File: src/hdl/spq_pkg.sv
// ----------------------------------------------------------------------------
// spq_pkg
// Shared types and codes for the stable priority queue unit.
// ----------------------------------------------------------------------------
package spq_pkg;

    // Item kind carried in the input tuser.
    typedef enum logic {
        KIND_ENQ = 1'b0,
        KIND_DEQ = 1'b1
    } kind_t;

    // Result code carried in the output tuser.
    typedef enum logic [1:0] {
        RES_ENQ   = 2'd0,
        RES_DEQ   = 2'd1,
        RES_EMPTY = 2'd2,
        RES_FULL  = 2'd3
    } res_t;

    // Datapath operation on the sorted entry chain.
    typedef enum logic [1:0] {
        OP_HOLD = 2'd0,
        OP_PUSH = 2'd1,
        OP_POP  = 2'd2
    } op_t;

    typedef enum logic {
        CTRL_IDLE = 1'b0,
        CTRL_EXEC = 1'b1
    } ctrl_state_t;

    localparam int unsigned PRIO_BITS    = 16;
    localparam int unsigned IN_PAY_BITS  = 32;
    localparam int unsigned OCC_BITS     = 5;
    localparam int unsigned OUT_PAY_BITS = 32;

    // Controller to datapath.
    typedef struct packed {
        logic capture;   // register the accepted input item
        logic load_out;  // execute op and load the result register
        op_t  op;
        res_t code;
    } spq_cmd_t;

    // Datapath to controller.
    typedef struct packed {
        logic is_deq;
        logic empty;
        logic full;
    } spq_sts_t;

endpackage

File: src/hdl/spq_ctrl.sv
// ----------------------------------------------------------------------------
// spq_ctrl
// Two-state sequencer: accept an item, then execute it into the result register.
// ----------------------------------------------------------------------------
module spq_ctrl
(
    input  logic               clk,
    input  logic               rst_n,
    input  logic               in_valid,
    output logic               in_ready,
    output logic               out_valid,
    input  logic               out_ready,
    input  spq_pkg::spq_sts_t  sts,
    output spq_pkg::spq_cmd_t  cmd
);

    spq_pkg::ctrl_state_t state_reg;
    spq_pkg::ctrl_state_t state_next;
    logic                 out_valid_reg;
    logic                 out_valid_next;
    logic                 can_load;

    // Result register is free, or is being emptied this cycle.
    assign can_load = !out_valid_reg || out_ready;

    always_comb
    begin
        state_next = state_reg;
        case (state_reg)
            spq_pkg::CTRL_IDLE:
            begin
                if (in_valid)
                begin
                    state_next = spq_pkg::CTRL_EXEC;
                end
            end
            spq_pkg::CTRL_EXEC:
            begin
                if (can_load)
                begin
                    state_next = spq_pkg::CTRL_IDLE;
                end
            end
            default:
            begin
                state_next = spq_pkg::CTRL_IDLE;
            end
        endcase
    end

    always_comb
    begin
        in_ready     = 1'b0;
        cmd.capture  = 1'b0;
        cmd.load_out = 1'b0;
        cmd.op       = spq_pkg::OP_HOLD;
        cmd.code     = spq_pkg::RES_ENQ;
        case (state_reg)
            spq_pkg::CTRL_IDLE:
            begin
                in_ready    = 1'b1;
                cmd.capture = in_valid;
            end
            spq_pkg::CTRL_EXEC:
            begin
                cmd.load_out = can_load;
                if (sts.is_deq)
                begin
                    if (sts.empty)
                    begin
                        cmd.code = spq_pkg::RES_EMPTY;
                    end
                    else
                    begin
                        cmd.op   = can_load ? spq_pkg::OP_POP : spq_pkg::OP_HOLD;
                        cmd.code = spq_pkg::RES_DEQ;
                    end
                end
                else
                begin
                    if (sts.full)
                    begin
                        cmd.code = spq_pkg::RES_FULL;
                    end
                    else
                    begin
                        cmd.op   = can_load ? spq_pkg::OP_PUSH : spq_pkg::OP_HOLD;
                        cmd.code = spq_pkg::RES_ENQ;
                    end
                end
            end
            default:
            begin
                in_ready = 1'b0;
            end
        endcase
    end

    always_comb
    begin
        out_valid_next = out_valid_reg;
        if (cmd.load_out)
        begin
            out_valid_next = 1'b1;
        end
        else if (out_ready)
        begin
            out_valid_next = 1'b0;
        end
    end

    always_ff @(posedge clk or negedge rst_n)
    begin
        if (!rst_n)
        begin
            state_reg     <= spq_pkg::CTRL_IDLE;
            out_valid_reg <= 1'b0;
        end
        else
        begin
            state_reg     <= state_next;
            out_valid_reg <= out_valid_next;
        end
    end

    assign out_valid = out_valid_reg;

    // A result is produced only while an item is in execution.
    a_load_in_exec: assert property (@(posedge clk) disable iff (!rst_n)
        cmd.load_out |-> state_reg == spq_pkg::CTRL_EXEC)
        else $error("result load outside execute state");

    // Never insert into a full chain, never remove from an empty one.
    a_push_not_full: assert property (@(posedge clk) disable iff (!rst_n)
        cmd.op == spq_pkg::OP_PUSH |-> !sts.full && !sts.is_deq)
        else $error("push issued on full queue");

    a_pop_not_empty: assert property (@(posedge clk) disable iff (!rst_n)
        cmd.op == spq_pkg::OP_POP |-> !sts.empty && sts.is_deq)
        else $error("pop issued on empty queue");

    // An accepted item is executed on the next cycle or later, not dropped.
    a_capture_exec: assert property (@(posedge clk) disable iff (!rst_n)
        cmd.capture |=> state_reg == spq_pkg::CTRL_EXEC)
        else $error("captured item not executed");

endmodule

File: src/hdl/spq_dp.sv
// ----------------------------------------------------------------------------
// spq_dp
// Sorted entry chain with parallel compare-and-shift, input and result registers.
// ----------------------------------------------------------------------------
module spq_dp
#(
    parameter int unsigned DEPTH        = 16,
    parameter int unsigned PAYLOAD_BITS = 32
)
(
    input  logic                                clk,
    input  logic                                rst_n,
    input  spq_pkg::spq_cmd_t                   cmd,
    output spq_pkg::spq_sts_t                   sts,
    input  logic                                in_kind,
    input  logic [spq_pkg::IN_PAY_BITS-1:0]     in_payload,
    input  logic [spq_pkg::PRIO_BITS-1:0]       in_priority,
    output logic [spq_pkg::OUT_PAY_BITS-1:0]    out_payload,
    output spq_pkg::res_t                       out_status,
    output logic [spq_pkg::OCC_BITS-1:0]        out_occupancy
);

    localparam int unsigned CW = $clog2(DEPTH + 1);

    // Captured item.
    logic                            kind_reg;
    logic [PAYLOAD_BITS-1:0]         pay_in_reg;
    logic [spq_pkg::PRIO_BITS-1:0]   prio_in_reg;

    // Entry chain, head at index 0.
    logic [spq_pkg::PRIO_BITS-1:0]   prio_reg  [DEPTH];
    logic [spq_pkg::PRIO_BITS-1:0]   prio_next [DEPTH];
    logic [PAYLOAD_BITS-1:0]         pay_reg   [DEPTH];
    logic [PAYLOAD_BITS-1:0]         pay_next  [DEPTH];
    logic [DEPTH-1:0]                le;
    logic [CW-1:0]                   count_reg;
    logic [CW-1:0]                   count_next;

    // Result register.
    logic [spq_pkg::OUT_PAY_BITS-1:0] res_pay_reg;
    spq_pkg::res_t                    res_code_reg;
    logic [spq_pkg::OCC_BITS-1:0]     res_occ_reg;

    logic [PAYLOAD_BITS+spq_pkg::IN_PAY_BITS-1:0]  in_pay_ext;
    logic [PAYLOAD_BITS+spq_pkg::OUT_PAY_BITS-1:0] head_pay_ext;
    logic [CW+spq_pkg::OCC_BITS-1:0]               occ_ext;

    assign in_pay_ext   = {{PAYLOAD_BITS{1'b0}}, in_payload};
    assign head_pay_ext = {{spq_pkg::OUT_PAY_BITS{1'b0}}, pay_reg[0]};
    assign occ_ext      = {{spq_pkg::OCC_BITS{1'b0}}, count_next};

    assign sts.is_deq = (kind_reg == spq_pkg::KIND_DEQ);
    assign sts.empty  = (count_reg == '0);
    assign sts.full   = (count_reg == CW'(DEPTH));

    always_ff @(posedge clk)
    begin
        if (cmd.capture)
        begin
            kind_reg    <= in_kind;
            pay_in_reg  <= in_pay_ext[PAYLOAD_BITS-1:0];
            prio_in_reg <= in_priority;
        end
    end

    genvar g;
    generate
        for (g = 0; g < DEPTH; g++)
        begin : g_cell
            localparam logic [CW-1:0] IDX = CW'(g);

            // Valid entry that the new item goes behind.
            assign le[g] = (IDX < count_reg) && (prio_reg[g] <= prio_in_reg);

            always_comb
            begin
                prio_next[g] = prio_reg[g];
                pay_next[g]  = pay_reg[g];
                case (cmd.op)
                    spq_pkg::OP_PUSH:
                    begin
                        if (!le[g])
                        begin
                            if (g == 0)
                            begin
                                prio_next[g] = prio_in_reg;
                                pay_next[g]  = pay_in_reg;
                            end
                            else if (le[(g == 0) ? 0 : g-1])
                            begin
                                prio_next[g] = prio_in_reg;
                                pay_next[g]  = pay_in_reg;
                            end
                            else
                            begin
                                prio_next[g] = prio_reg[(g == 0) ? 0 : g-1];
                                pay_next[g]  = pay_reg[(g == 0) ? 0 : g-1];
                            end
                        end
                    end
                    spq_pkg::OP_POP:
                    begin
                        if (g < DEPTH - 1)
                        begin
                            prio_next[g] = prio_reg[(g < DEPTH - 1) ? g+1 : g];
                            pay_next[g]  = pay_reg[(g < DEPTH - 1) ? g+1 : g];
                        end
                    end
                    default:
                    begin
                        prio_next[g] = prio_reg[g];
                    end
                endcase
            end

            always_ff @(posedge clk)
            begin
                prio_reg[g] <= prio_next[g];
                pay_reg[g]  <= pay_next[g];
            end
        end
    endgenerate

    always_comb
    begin
        count_next = count_reg;
        case (cmd.op)
            spq_pkg::OP_PUSH: count_next = count_reg + 1'b1;
            spq_pkg::OP_POP:  count_next = count_reg - 1'b1;
            default:          count_next = count_reg;
        endcase
    end

    always_ff @(posedge clk or negedge rst_n)
    begin
        if (!rst_n)
        begin
            count_reg <= '0;
        end
        else
        begin
            count_reg <= count_next;
        end
    end

    always_ff @(posedge clk)
    begin
        if (cmd.load_out)
        begin
            res_pay_reg  <= (cmd.op == spq_pkg::OP_POP) ?
                            head_pay_ext[spq_pkg::OUT_PAY_BITS-1:0] : '0;
            res_code_reg <= cmd.code;
            res_occ_reg  <= occ_ext[spq_pkg::OCC_BITS-1:0];
        end
    end

    assign out_payload   = res_pay_reg;
    assign out_status    = res_code_reg;
    assign out_occupancy = res_occ_reg;

    a_count_bound: assert property (@(posedge clk) disable iff (!rst_n)
        count_reg <= CW'(DEPTH))
        else $error("entry count above depth");

    a_pop_dec: assert property (@(posedge clk) disable iff (!rst_n)
        cmd.op == spq_pkg::OP_POP |=> count_reg == $past(count_reg) - 1'b1)
        else $error("pop did not decrement count");

    a_push_inc: assert property (@(posedge clk) disable iff (!rst_n)
        cmd.op == spq_pkg::OP_PUSH |=> count_reg == $past(count_reg) + 1'b1)
        else $error("push did not increment count");

endmodule

File: src/hdl/stable_priority_queue_unit.sv
// ----------------------------------------------------------------------------
// stable_priority_queue_unit
// Bounded priority queue held as a sorted register chain, stable among equals.
// ----------------------------------------------------------------------------
// Each input transfer is an enqueue (tuser 0) or a dequeue (tuser 1) and gives
// exactly one output transfer. Entries sit in a chain of DEPTH registers kept
// sorted by priority, lowest number at the head; every cell compares its own
// priority with the new one in parallel, so an enqueue lands behind all
// entries of lower or equal priority in one shift and equal priorities leave
// in arrival order. A dequeue shifts the chain toward the head and returns the
// head payload. Each item is first registered from the input transfer, then
// executed: the chain is updated and the output register loaded. No new item
// is accepted until it has executed, but one is accepted while a result still
// waits in the output register; execution holds only if that register is still full.
// Output tuser: 0 enqueued, 1 dequeued, 2 queue empty, 3 queue full (dropped).
// Occupancy is the entry count after the item; payload is zero unless tuser 1.
// ----------------------------------------------------------------------------
module stable_priority_queue_unit
#(
    parameter int unsigned DEPTH        = 16,
    parameter int unsigned PAYLOAD_BITS = 32
)
(
    input  logic        clk,
    input  logic        rst_n,
    // Input item stream.
    input  logic        s_axis_tvalid,
    output logic        s_axis_tready,
    input  logic [47:0] s_axis_tdata,   // [31:0] payload, [47:32] priority_req
    input  logic        s_axis_tuser,   // [0] kind
    // Result stream.
    output logic        m_axis_tvalid,
    input  logic        m_axis_tready,
    output logic [39:0] m_axis_tdata,   // [31:0] out_payload, [36:32] occupancy, [39:37] zero
    output logic [1:0]  m_axis_tuser    // [1:0] status
);

    spq_pkg::spq_cmd_t                cmd;
    spq_pkg::spq_sts_t                sts;
    logic [spq_pkg::OUT_PAY_BITS-1:0] res_payload;
    spq_pkg::res_t                    res_status;
    logic [spq_pkg::OCC_BITS-1:0]     res_occupancy;

    // Sequence each transfer: capture, then execute into the output register.
    spq_ctrl u_ctrl
    (
        .clk       (clk),
        .rst_n     (rst_n),
        .in_valid  (s_axis_tvalid),
        .in_ready  (s_axis_tready),
        .out_valid (m_axis_tvalid),
        .out_ready (m_axis_tready),
        .sts       (sts),
        .cmd       (cmd)
    );

    // Sorted chain, count and result register.
    spq_dp
    #(
        .DEPTH        (DEPTH),
        .PAYLOAD_BITS (PAYLOAD_BITS)
    )
    u_dp
    (
        .clk           (clk),
        .rst_n         (rst_n),
        .cmd           (cmd),
        .sts           (sts),
        .in_kind       (s_axis_tuser),
        .in_payload    (s_axis_tdata[31:0]),
        .in_priority   (s_axis_tdata[47:32]),
        .out_payload   (res_payload),
        .out_status    (res_status),
        .out_occupancy (res_occupancy)
    );

    // Pack the result fields, pad to whole bytes.
    assign m_axis_tdata = {3'b000, res_occupancy, res_payload};
    assign m_axis_tuser = res_status;

endmodule
File: config.mk
export PLATFORM = sky130hd
export DESIGN_NAME = stable_priority_queue_unit
export DESIGN_NICKNAME = d
export VERILOG_FILES = /design/src/hdl/spq_pkg.sv /design/src/hdl/spq_ctrl.sv /design/src/hdl/spq_dp.sv /design/src/hdl/stable_priority_queue_unit.sv
export SDC_FILE = /design/constraint.sdc
export NUM_CORES = 2
export LEC_CHECK = 0
export BUFFER_PORTS_ARGS = -buffer_cell sky130_fd_sc_hd__buf_2
export CAP_MARGIN = 20
export CORE_UTILIZATION = 35
export DETAILED_ROUTE_END_ITERATION = 12
export GPL_ROUTABILITY_DRIVEN = 0
export PLACE_DENSITY = 0.58
export REMOVE_ABC_BUFFERS = 1
export SETUP_SLACK_MARGIN = 0.1
export SKIP_CTS_REPAIR_TIMING = 1
export SYNTH_ARGS = -nofsm -noshare
export SYNTH_HDL_FRONTEND = slang
export SYNTH_SLANG_ARGS = --single-unit
File: constraint.sdc
create_clock -name clk -period 10.5 [get_ports clk]
set_input_delay 1.575 -clock clk [delete_from_list [all_inputs] [get_ports clk]]
set_output_delay 1.575 -clock clk [all_outputs]
set_load 0.02 [all_outputs]
# [Yosys cells after proc, flatten, opt, wreduce, memory -nomap -nowiden]
# Memories as Yosys holds them, arrays and structs flattened.
# Index checks and enable logic that the tools add are counted.
[totals] ram_bits=768 input_bits=53 ff_bits=95 mem_count=2 elab_cells=179
[memory_table] memory="u_dp.pay_reg" words=16 width=32 read_ports=16 rd_clocked_by_memory_dff=0 wr=16 line_no="spq_dp.sv:33" source="logic [PAYLOAD_BITS-1:0] pay_reg [DEPTH];"
[memory_table] memory="u_dp.prio_reg" words=16 width=16 read_ports=16 rd_clocked_by_memory_dff=0 wr=16 line_no="spq_dp.sv:31" source="logic [spq_pkg::PRIO_BITS-1:0] prio_reg [DEPTH];"
[op_classes] magnitude_cmp=32 n_bitwise=1 reduce_logical=20 add_sub_neg=2 n_mux=110 n_eq_ne=3
[op_table] operator="$mux 32" n=32
[op_table] operator="$pmux 32 s2" n=15
[op_table] operator="$mux 16" n=32
[op_table] operator="$pmux 16 s2" n=15
[op_table] operator="$le 16x16->1" n=16
[op_table] operator="$lt 4x5->1 const A" n=8
[op_table] operator="$lt 3x5->1 const A" n=4
[op_table] operator="$logic_and 1x1->1" n=16
[op_table] operator="$lt 1x5->1 const A" n=2
[op_table] operator="$lt 2x5->1 const A" n=2
[op_table] operator="$mux 2" n=5
[op_table] operator="$pmux 5 s2" n=1
[op_table] operator="$mux 1" n=7
[op_table] operator="$add 5x1->5 const B" n=1
[op_table] operator="$eq 5x5->1 const B" n=1
[op_table] operator="$logic_not 5->1" n=1
[op_table] operator="$mux 5" n=1
[op_table] operator="$sub 5x1->5 const B" n=1
[op_table] operator="$mux 4" n=1
[op_table] operator="$eq 2x1->1 const B" n=1
[op_table] operator="$eq 2x2->1 const B" n=1
[op_table] operator="$pmux 1 s2" n=1
[op_table] operator="$reduce_bool 2->1" n=1
[op_table] operator="$logic_not 1->1" n=1
[op_table] operator="2 further kinds" n=2

# [Longest topological paths before layout]
[depth] depth_word=8 ltp_mapped=16 depth_no_buf=10

# [Hierarchy]
# Synthesis repeated with hierarchy kept, for this count alone.
[hier_totals] hier_cells=5675 hier_area_um2=53963.0
[modules_own_cells] module="spq_dp" seq_area_each_um2=25829.8 instances=1 cells_per_inst=5655 area_each_um2=53790.3
[modules_own_cells] module="spq_ctrl" seq_area_each_um2=50.0 instances=1 cells_per_inst=16 area_each_um2=146.4
[modules_own_cells] module="stable_priority_queue_unit" seq_area_each_um2=0.0 instances=1 cells_per_inst=4 area_each_um2=26.3

# [Least setup slack after synthesis]
# Ideal clock, no wire load.
[synth_timing] path_type="in2reg" from="input m_axis_tready" to="memory u_dp.pay_reg[2][0] (enable)" arrival_time_ps=6647 setup_slack_ps=3371 setup_ps=482 stages=12 t_required_ps=10018 path_buffers=4 path_cell_list="nand2b_1 nand2_1 inv_1 nand3_1 inv_1 ha_1 clkbuf_1 clkbuf_1 clkbuf_1 nor2_1 clkbuf_1 a31oi_1"
[synth_rtl] element="start, declared" line_no="stable_priority_queue_unit.sv:33" source="input logic m_axis_tready,"
[synth_rtl] element="end, declared" line_no="spq_dp.sv:33"

==> results summary <==
The flow ran to the end, and the final reports show no timing, DRC or antenna violations. The max-slew violation count is 0. The antenna diode instance count came out at 0.

The area of combinational cells with multiple inputs is 0.0256 mm². The wire length of the first global-routing pass is 301 mm. The total track usage is 26.1%. The number of buffer cells added on primary ports came out at 93. The number of standard-cell rows in the floorplan came out at 143.

TritonCTS built the clock tree. In the final layout, the share of cells above drive strength 1 is 11.9%. The static power due to leakage came out at 19.7 nW.

Setup repair after global routing left no endpoint under its margin. The synthesized design contains 863 register bits. The routed design has 207 mm of wire. The post-route non-filler standard cell count came out at 7,470. The share of synthesized area in the top cell type comes to 48.0%. The number of ports placed on the die boundary is 97. The setup-violating endpoint count in the final report is 0. The cell count after placement is 7,279. The fmax came out at 174 MHz. The initial antenna violation count came out at 3. The number of maximum-capacitance violations is 0.

Leaving out fill and tap cells, the most frequent cell in the layout is sky130_fd_sc_hd__edfxtp_1. The relative slew slack is 5.22%. The number of detailed-routing iterations run before antenna repair is 6. The number of warnings issued by yosys came out at 0.

The worst setup path is launched from a flop. The routed wirelength normalized by instance count is 27.7 µm. The number of distinct library cells after synthesis came out at 67. In this run the worst hold path is classified as flop to flop. The average instance in the mapped netlist occupies 9.54 µm². The synthesized instance count is 5,615. The die covers 0.155 mm². For this run, the leading register cell type out of synthesis is sky130_fd_sc_hd__edfxtp_1. The region available for standard cell placement spans 0.152 mm². The count of fill cells added during filler insertion came out at 14,985. The final non-filler cell area is 0.0588 mm². In the final layout, flip-flops and latches occupy 0.0259 mm². The via-per-instance ratio came out at 6.30. The worst-case clock skew came out at 0.0690 ns.

The pin count of the biggest net entering global routing came out at 187. The starting density of the core came out at 35.3%. The post-route setup TNS is 0 ns. The remaining routing DRC violations came out at 0. The cell area after placement came out at 0.0556 mm². Counting the buffers created by CTS gives 101.

The number of flip-flops under the largest register name came out at 512. In this run the power density over the cells is 411 mW/mm². Sorting the synthesized cells by area gives the leading types as sky130_fd_sc_hd__edfxtp_1, sky130_fd_sc_hd__ha_1, sky130_fd_sc_hd__nor2_1, sky130_fd_sc_hd__o21ai_0, sky130_fd_sc_hd__nor3_1. Total power for the finished layout comes to 24.2 mW. The largest vdd supply drop is 0.395 mV. The clock insertion delay at the later pin of the skew report is 0.77 ns.

The H-tree level count came out at 3. The post-synth design cell area is 0.0536 mm². The minimum clock period came out at 5.74 ns. The share of flip-flops with an asynchronous set or reset is 0.811%. The deepest clock path buffer count is 3. Measured along the y axis, the die boundary spans 393 µm. The detailed router placed 47,080 vias in this run.

Dividing the final minimum period by the clock period gives 54.7%. The clock edge transition at the registers on the reported setup and hold paths came out at 0.06 ns. Cells fill 38.7% of the core in the end. In the layout the commonest cells are sky130_fd_sc_hd__edfxtp_1, sky130_fd_sc_hd__nor2_1, sky130_fd_sc_hd__o21ai_0. The HPWL after detailed placement is 120 mm. The portion of the post-synthesis area used by sequential elements came out at 48.3%. The worst setup path is captured at a flop.

The count of flip-flops with a built-in enable after synthesis is 856. At the end of the flow, the number of nets in the layout was 5,669. The detailed router's first-iteration violation count came out at 5,762. The final count of hold timing violations is 0. The via count of the first global-routing pass came out at 44,791. The CTS sink count came out at 863. The critical-path maximum fanout came out at 47. The count of nets left with antenna violations after detail routing is 0. The synthesized design spends more area on one cell type than any other, namely sky130_fd_sc_hd__edfxtp_1.

The tree is rooted in a sky130_fd_sc_hd__clkbuf_16. The critical path is of the flop to flop type. Data arrives at the worst endpoint at 6.19 ns. The area growth from synthesis to final layout came out at 9.75%.

The required time at the endpoint of the critical path is 10.94 ns. The transition at the pin with the smallest max-transition slack is 1.39 ns. The width of the die is 393 µm. The overall overflow remaining after global route came out at 0.
==> per-layer routing <==
| metal | up-vias | part of all wire (%) | wire (µm) | global-route usage, % |
|---|---|---|---|---|
| li1 | 20614 | - | - | - |
| met1 | 22965 | 41 | 84900 | 35.4 |
| met2 | 2973 | 44 | 91800 | 40.1 |
| met3 | 528 | 10 | 21000 | 5.05 |
| met4 | 0 | 4.5 | 9210 | 11.4 |
| met5 | - | 0 | 0 | 0 |
==> layout make-up <==
type | instances | area share, %
sequential | 863 | 44.0
multi-input combinational | 4127 | 43.5
clock buffer | 124 | 4.50
tap | 2030 | 4.32
timing repair buffer | 207 | 2.39
clock inverter | 65 | 0.909
inverter | 54 | 0.358
==> worst max-delay path: stages, from the launching register on <==
cell	delay (ns)
sky130_fd_sc_hd__edfxtp_1	0.81
sky130_fd_sc_hd__inv_1	0.20
sky130_fd_sc_hd__buf_4	0.28
sky130_fd_sc_hd__ha_1	0.31
sky130_fd_sc_hd__nand4_1	0.20
sky130_fd_sc_hd__nor4_1	1.07
sky130_fd_sc_hd__o21ai_0	0.46
sky130_fd_sc_hd__o211ai_1	0.58
sky130_fd_sc_hd__nand3_4	1.06
sky130_fd_sc_hd__nor2_1	0.37
sky130_fd_sc_hd__a211oi_1	0.10
==> through the flow <==
| stage | setup WS (ns) | hold WS, ns |
|---|---|---|
| after floorplan | -39.64 | 0.518 |
| after global placement | 4.90 | 0.492 |
| after detailed placement | 4.90 | 0.496 |
| after CTS | 5.01 | 0.513 |
| after global routing | 4.79 | 0.564 |
| final | 4.76 | 0.508 |
==> report_power, final <==
group          switching, mW  leakage, nW  total (mW)  internal [mW]
logic                   8.29         10.0        12.4           4.12
clock network           1.61         1.55        3.53           1.92
registers               1.48         8.09        8.24           6.76
==> cells by family (layout without fill, tap and decap cells) <==
family / count (synthesis) / count (layout) / synth area share (%)
buffers and inverters: 627 / 450 / 4.77
adders and majority gates: 262 / 262 / 6.12
AOI/OAI and AO/OA: 1680 / 1680 / 20.6
other: 1 / 3 / 0.00700
xor gates and xnor gates: 1 / 1 / 0.0164
muxes: 183 / 183 / 3.61
DFF: 863 / 863 / 48.3
and+or+nand+nor: 1998 / 1998 / 16.5
==> path summary, 6_finish.rpt <==
check                                startpoint             endpoint  slack, ns  depth (start not counted)
setup / recovery           u_dp.prio_in_reg[12]  u_dp.pay_reg[3][25]       4.76                         10
hold / removal                 u_ctrl.out_valid     u_ctrl.out_valid       0.51                          2
setup reg to reg           u_dp.prio_in_reg[12]  u_dp.pay_reg[3][25]       4.76                         10
hold reg to reg                u_ctrl.out_valid     u_ctrl.out_valid       0.51                          2
max in group asynchronous                 rst_n    u_dp.count_reg[3]       9.65                          1
min in group asynchronous                 rst_n     u_ctrl.state_reg       0.68                          1
==> Yosys cell counts (13+ instances only) <==
master                        n
sky130_fd_sc_hd__nand4_1     53
sky130_fd_sc_hd__o311a_1     36
sky130_fd_sc_hd__nand2_1    483
sky130_fd_sc_hd__mux2i_1    100
sky130_fd_sc_hd__nand2b_1    58
sky130_fd_sc_hd__nand3b_1    32
sky130_fd_sc_hd__buf_4       13
sky130_fd_sc_hd__a21oi_1    282
sky130_fd_sc_hd__inv_1       53
sky130_fd_sc_hd__o21ai_1     23
sky130_fd_sc_hd__clkbuf_1   444
sky130_fd_sc_hd__o31ai_1     88
sky130_fd_sc_hd__nand3_1     24
sky130_fd_sc_hd__a2bb2oi_1   79
sky130_fd_sc_hd__o22ai_1    188
sky130_fd_sc_hd__a21o_1      46
sky130_fd_sc_hd__mux2_2      74
sky130_fd_sc_hd__nor3_1     469
sky130_fd_sc_hd__nor2_1     755
sky130_fd_sc_hd__buf_2       79
sky130_fd_sc_hd__o221a_2    112
sky130_fd_sc_hd__ha_1       262
sky130_fd_sc_hd__nor2b_1     21
sky130_fd_sc_hd__a211oi_1   154
sky130_fd_sc_hd__o221a_1     30
sky130_fd_sc_hd__o21ai_0    538
sky130_fd_sc_hd__edfxtp_1   856
sky130_fd_sc_hd__or2_2       35
sky130_fd_sc_hd__a31oi_1     40
sky130_fd_sc_hd__and2_1      37
sky130_fd_sc_hd__buf_1       30
sky130_fd_sc_hd__o211ai_1    21
(Power assumes the default switching activity.)
